`src/psi_pkg.sv`:
```
// Shared widths and codes for the pose interpolator (position lerp, quaternion nlerp).
// No dependencies; imported by psi_mul and pose_interpolate_nlerp.
`timescale 1ns / 1ps
package psi_pkg;

  localparam int POS_W      = 32;
  localparam int QUAT_W     = 16;
  localparam int TIME_W     = 63;
  localparam int SCALE_FRAC = 24;
  localparam int IN_DATA_W  = 224;
  localparam int OUT_DATA_W = 160;
  localparam int STATUS_W   = 3;

  // shared multiplier operands: |diff| below 2^32, scale magnitude below 2^31
  localparam int MUL_A_W = 33;
  localparam int MUL_B_W = 31;
  localparam int PROD_W  = MUL_A_W + MUL_B_W;

  typedef enum logic [STATUS_W-1:0] {
    STAT_OK       = 3'd0,
    STAT_ZERO_INT = 3'd1,
    STAT_SAT      = 3'd2,
    STAT_ZERO_Q   = 3'd3,
    STAT_FEW      = 3'd4
  } status_t;

  localparam logic OP_SAMPLE = 1'b0;
  localparam logic OP_QUERY  = 1'b1;

endpackage

```
`src/psi_mul.sv`:
```
// Shared unsigned multiplier with registered product, used for lerps and squares.
// Depends on psi_pkg.
`timescale 1ns / 1ps
module psi_mul (
  input  logic                       clk,
  input  logic [psi_pkg::MUL_A_W-1:0] mul_a,
  input  logic [psi_pkg::MUL_B_W-1:0] mul_b,
  output logic [psi_pkg::PROD_W-1:0]  prod_r
);
  import psi_pkg::*;

  always_ff @(posedge clk) begin
    prod_r <= PROD_W'(mul_a) * PROD_W'(mul_b);
  end

endmodule

```
`config.mk`:
```
export PLATFORM = sky130hd
export DESIGN_NAME = psi_mul
export DESIGN_NICKNAME = d
export VERILOG_FILES = /design/src/psi_pkg.sv /design/src/psi_mul.sv
export SDC_FILE = /design/constraint.sdc
export NUM_CORES = 2
export LEC_CHECK = 0
export BUFFER_PORTS_ARGS = -buffer_cell sky130_fd_sc_hd__buf_2
export CORE_MARGIN = 8
export CORE_UTILIZATION = 60
export CTS_BUF_LIST = sky130_fd_sc_hd__clkbuf_4
export CTS_CLUSTER_DIAMETER = 60
export DETAILED_ROUTE_END_ITERATION = 6
export HOLD_SLACK_MARGIN = 0.12
export PLACE_DENSITY = 0.86
export SLEW_MARGIN = 40
export SYNTH_ARGS = -nofsm -noshare
export SYNTH_HDL_FRONTEND = slang
export SYNTH_SLANG_ARGS = --single-unit
```
`constraint.sdc`:
```
create_clock -name clk -period 10 [get_ports clk]
set_input_delay 1 -clock clk [delete_from_list [all_inputs] [get_ports clk]]
set_output_delay 1 -clock clk [all_outputs]
set_load 0.03 [all_outputs]
```
==> impl_metrics.yaml <==
outcome:
  outcome: "finished with violations"
  violations: "DRC"
placed_design:
  gp_congestion: 0.960
  io_buffer_count: 128
  hpwl_mm: 72.6
clock_tree:
  cts_root_buf: "clkbuf_4"
  tritoncts: "done"
  clock_path_buffers: 2
  clock-sinks: 64
  clk_pin_slew_ns: 0.12
  cts.htree.levels: 3
  postCtsHoldBufs: 0
  cts_resized: 0
  cts_made_buffers: 9
  post_cts_buffers: 0
detailed_routing:
  first_iter_violations: 1903
  drt-pass1-iter-count: 7
  drc_errors: 1
  postRouteAntennaNets: 0
  via_count: 25500
  wirelength_mm: 90.4
  wl_per_cell_um: 20.3
  via_per_inst: 5.73
synthesis:
  synthAdderAreaFrac_pct: 61.8
  synth_xor_area_share_pct: 1.59
  synth_mux_area_share_pct: 0
  yosysWarningCount: 0
  syn_nets: 4971
  synth_top_family_by_area: "adder cells"
  synthDistinctLibCells: 65
  yosys-top-cells-area: "fa_1 (52%), inv_1 (9.8%), ha_1 (9.4%)"
  synthFlopType: "dfxtp_1"
  avgSynthCellArea_um2: 9.11
  synth_seq_area_share_pct: 3.75
  synth_compound_area_share_pct: 4.16
  synth-edff-count: 0
  synth_area_um2: 34200
  synth-simple-area-share_pct: 16.5
  synth.largest_area_cell: "fa_1"
  synthArstFlopShare_pct: 0
  synthTopCellsByCount: "fa_1 (895), inv_1 (892), nand2_1 (623)"
  yosysTopAreaCellShare_pct: 52.4
  synthCells: 3754
  yosysMostFrequentCell: "fa_1"
  synth-seq-cells: 64
sta:
  finalSetupViolCount: 0
  finalMaxSlewViolations: 0
  tightest_slew_ns: 0.898
  post-route-period-util_pct: 82.3
  fin_tns_setup_ns: 0
  fmax_ghz: 0.121
  hold_viol_final: 0
  rsz0062_at_grt: "false"
  period_needed_ns: 8.23
  slew_headroom_pct: 40.2
floorplan:
  die_w_um: 255
  fp.dieH_um: 255
  die-area_um2: 64900
  initial_utilization_pct: 60.7
  pin_count: 129
  rows: 87
  design.core.area_um2: 56400
grt:
  grt_usage_pct: 29.0
  globalRouteOverflowTotal: 0
  grt_pass1_vias: 29000
  antenna_found_initial: 2
  grt_max_degree: 34
  grt_pass1_wl_mm: 147
setup_path:
  cp-end-kind: "register"
  crit_chain: "buf_2 -> and2_1 -> fa_1 -> fa_1 -> inv_1 -> fa_1 -> fa_1 -> inv_1 -> fa_1 -> fa_1 -> inv_1 -> fa_1 -> fa_1 -> inv_1 -> ha_1 -> a21oi_1 -> o21ai_0 -> a311oi_1 -> o21a_1 -> a21oi_2 -> o21ai_2 -> o21ai_0 -> a21boi_0 -> xnor2_1"
  crit_top_cell: "fa_1"
  crit_path_max_fanout: 31
  crit_type: "in2reg"
  crit_end: "prod_r[51]"
  cp.required_ns: 10.37
  cp-start-kind: "primary input"
  cpMaxStageDelayCell: "a311oi_1"
  arrival_ns: 8.61
  cp_slowest_stage_delay_ns: 0.62
  crit_start: "mul_a[14]"
min_path:
  hold_class: "in2reg"
cells_and_area:
  nFillCells: 4518
  largest_register_ffs: 64
  area_growth_pct: 2.90
  reg_top3: "prod_r x64"
  top_register: "prod_r"
  drive_above_1_share_pct: 4.68
  finalNetCount: 4909
run:
  cap_violations: 0
-- cells in the final DEF, fill, tap and decap left out, types with 35 or more instances in the layout --
cell,Yosys,layout
dfxtp_1,64,64
xnor2_1,41,41
and2_1,452,452
nor2_1,35,35
inv_1,892,892
fa_1,895,895
ha_1,257,257
nand2_1,623,623
a21oi_1,68,68
buf_2,3,126
-- final cells by class --
cell class | count | area, µm² | area share [%]
diodes | 1 | 2.50 | 0.00711
clock buffers | 9 | 67.6 | 0.192
clock inverters | 7 | 93.8 | 0.267
inverters | 892 | 3350 | 9.51
multi-input cells | 2589 | 28800 | 81.7
flip-flops and latches | 64 | 1280 | 3.64
well taps | 756 | 946 | 2.69
repair buffers | 136 | 706 | 2.00
-- critical path, delay by kind of cell --
| family | cells | cell delay [ns] |
|---|---|---|
| buffers and inverters | 5 | 0.79 |
| AND/OR/NAND/NOR | 1 | 0.25 |
| AO/OA/AOI/OAI | 8 | 2.07 |
| adder cells (fa/ha/maj) | 9 | 4.30 |
| XOR/XNOR | 1 | 0.15 |
-- per-stage QoR --
step / setup WS (ns) / hold WS [ns] / cells / util (%) / area, µm²
after floorplan: 2.51 / 1.13 / 3754 / - / 34200
after global placement: 1.59 / 1.44 / 4437 / 62.1 / 35000
after detailed placement: 1.38 / 1.44 / 4437 / 62.1 / 35000
after CTS: 1.84 / 1.20 / 4453 / 62.4 / 35200
after global routing: 1.46 / 1.21 / 4453 / 62.4 / 35200
final: 1.77 / 1.23 / 4454 / 62.4 / 35200
-- metal layers --
metal  wire length, µm  up-vias  global-route usage [%]  share of wire, %
met4              6440        2                    17.2               7.1
met5                13        -                       0             0.014
met1             30400    13000                    33.1                34
met3              7700      418                    4.99               8.5
met2             45800     1459                    50.8                51
li1                  -    10700                       -                 -
-- logic make-up after synthesis --
group / count (synthesis)
buffers and inverters: 1101
XOR/XNOR: 62
flip-flops: 64
adder cells (fa/ha/maj): 1152
AND/OR/NAND/NOR: 1167
AO/OA/AOI/OAI: 208
-- worst min path at each step --
stage	startpoint	endpoint	slack, ns	cells after the start
2_1_floorplan	mul_b[0]	prod_r[0]	1.13	1
3_3_place_gp	prod_r[25]	prod_r[25]	1.44	1
3_5_place_dp	prod_r[32]	prod_r[32]	1.44	1
4_1_cts	mul_a[0]	prod_r[0]	1.20	3
5_1_grt	mul_a[0]	prod_r[0]	1.21	3
6_report	mul_a[0]	prod_r[0]	1.23	3
Power is left out: the tool's default activity adds up to more than one toggle a clock period on the data nets, which glitch-free logic cannot reach.
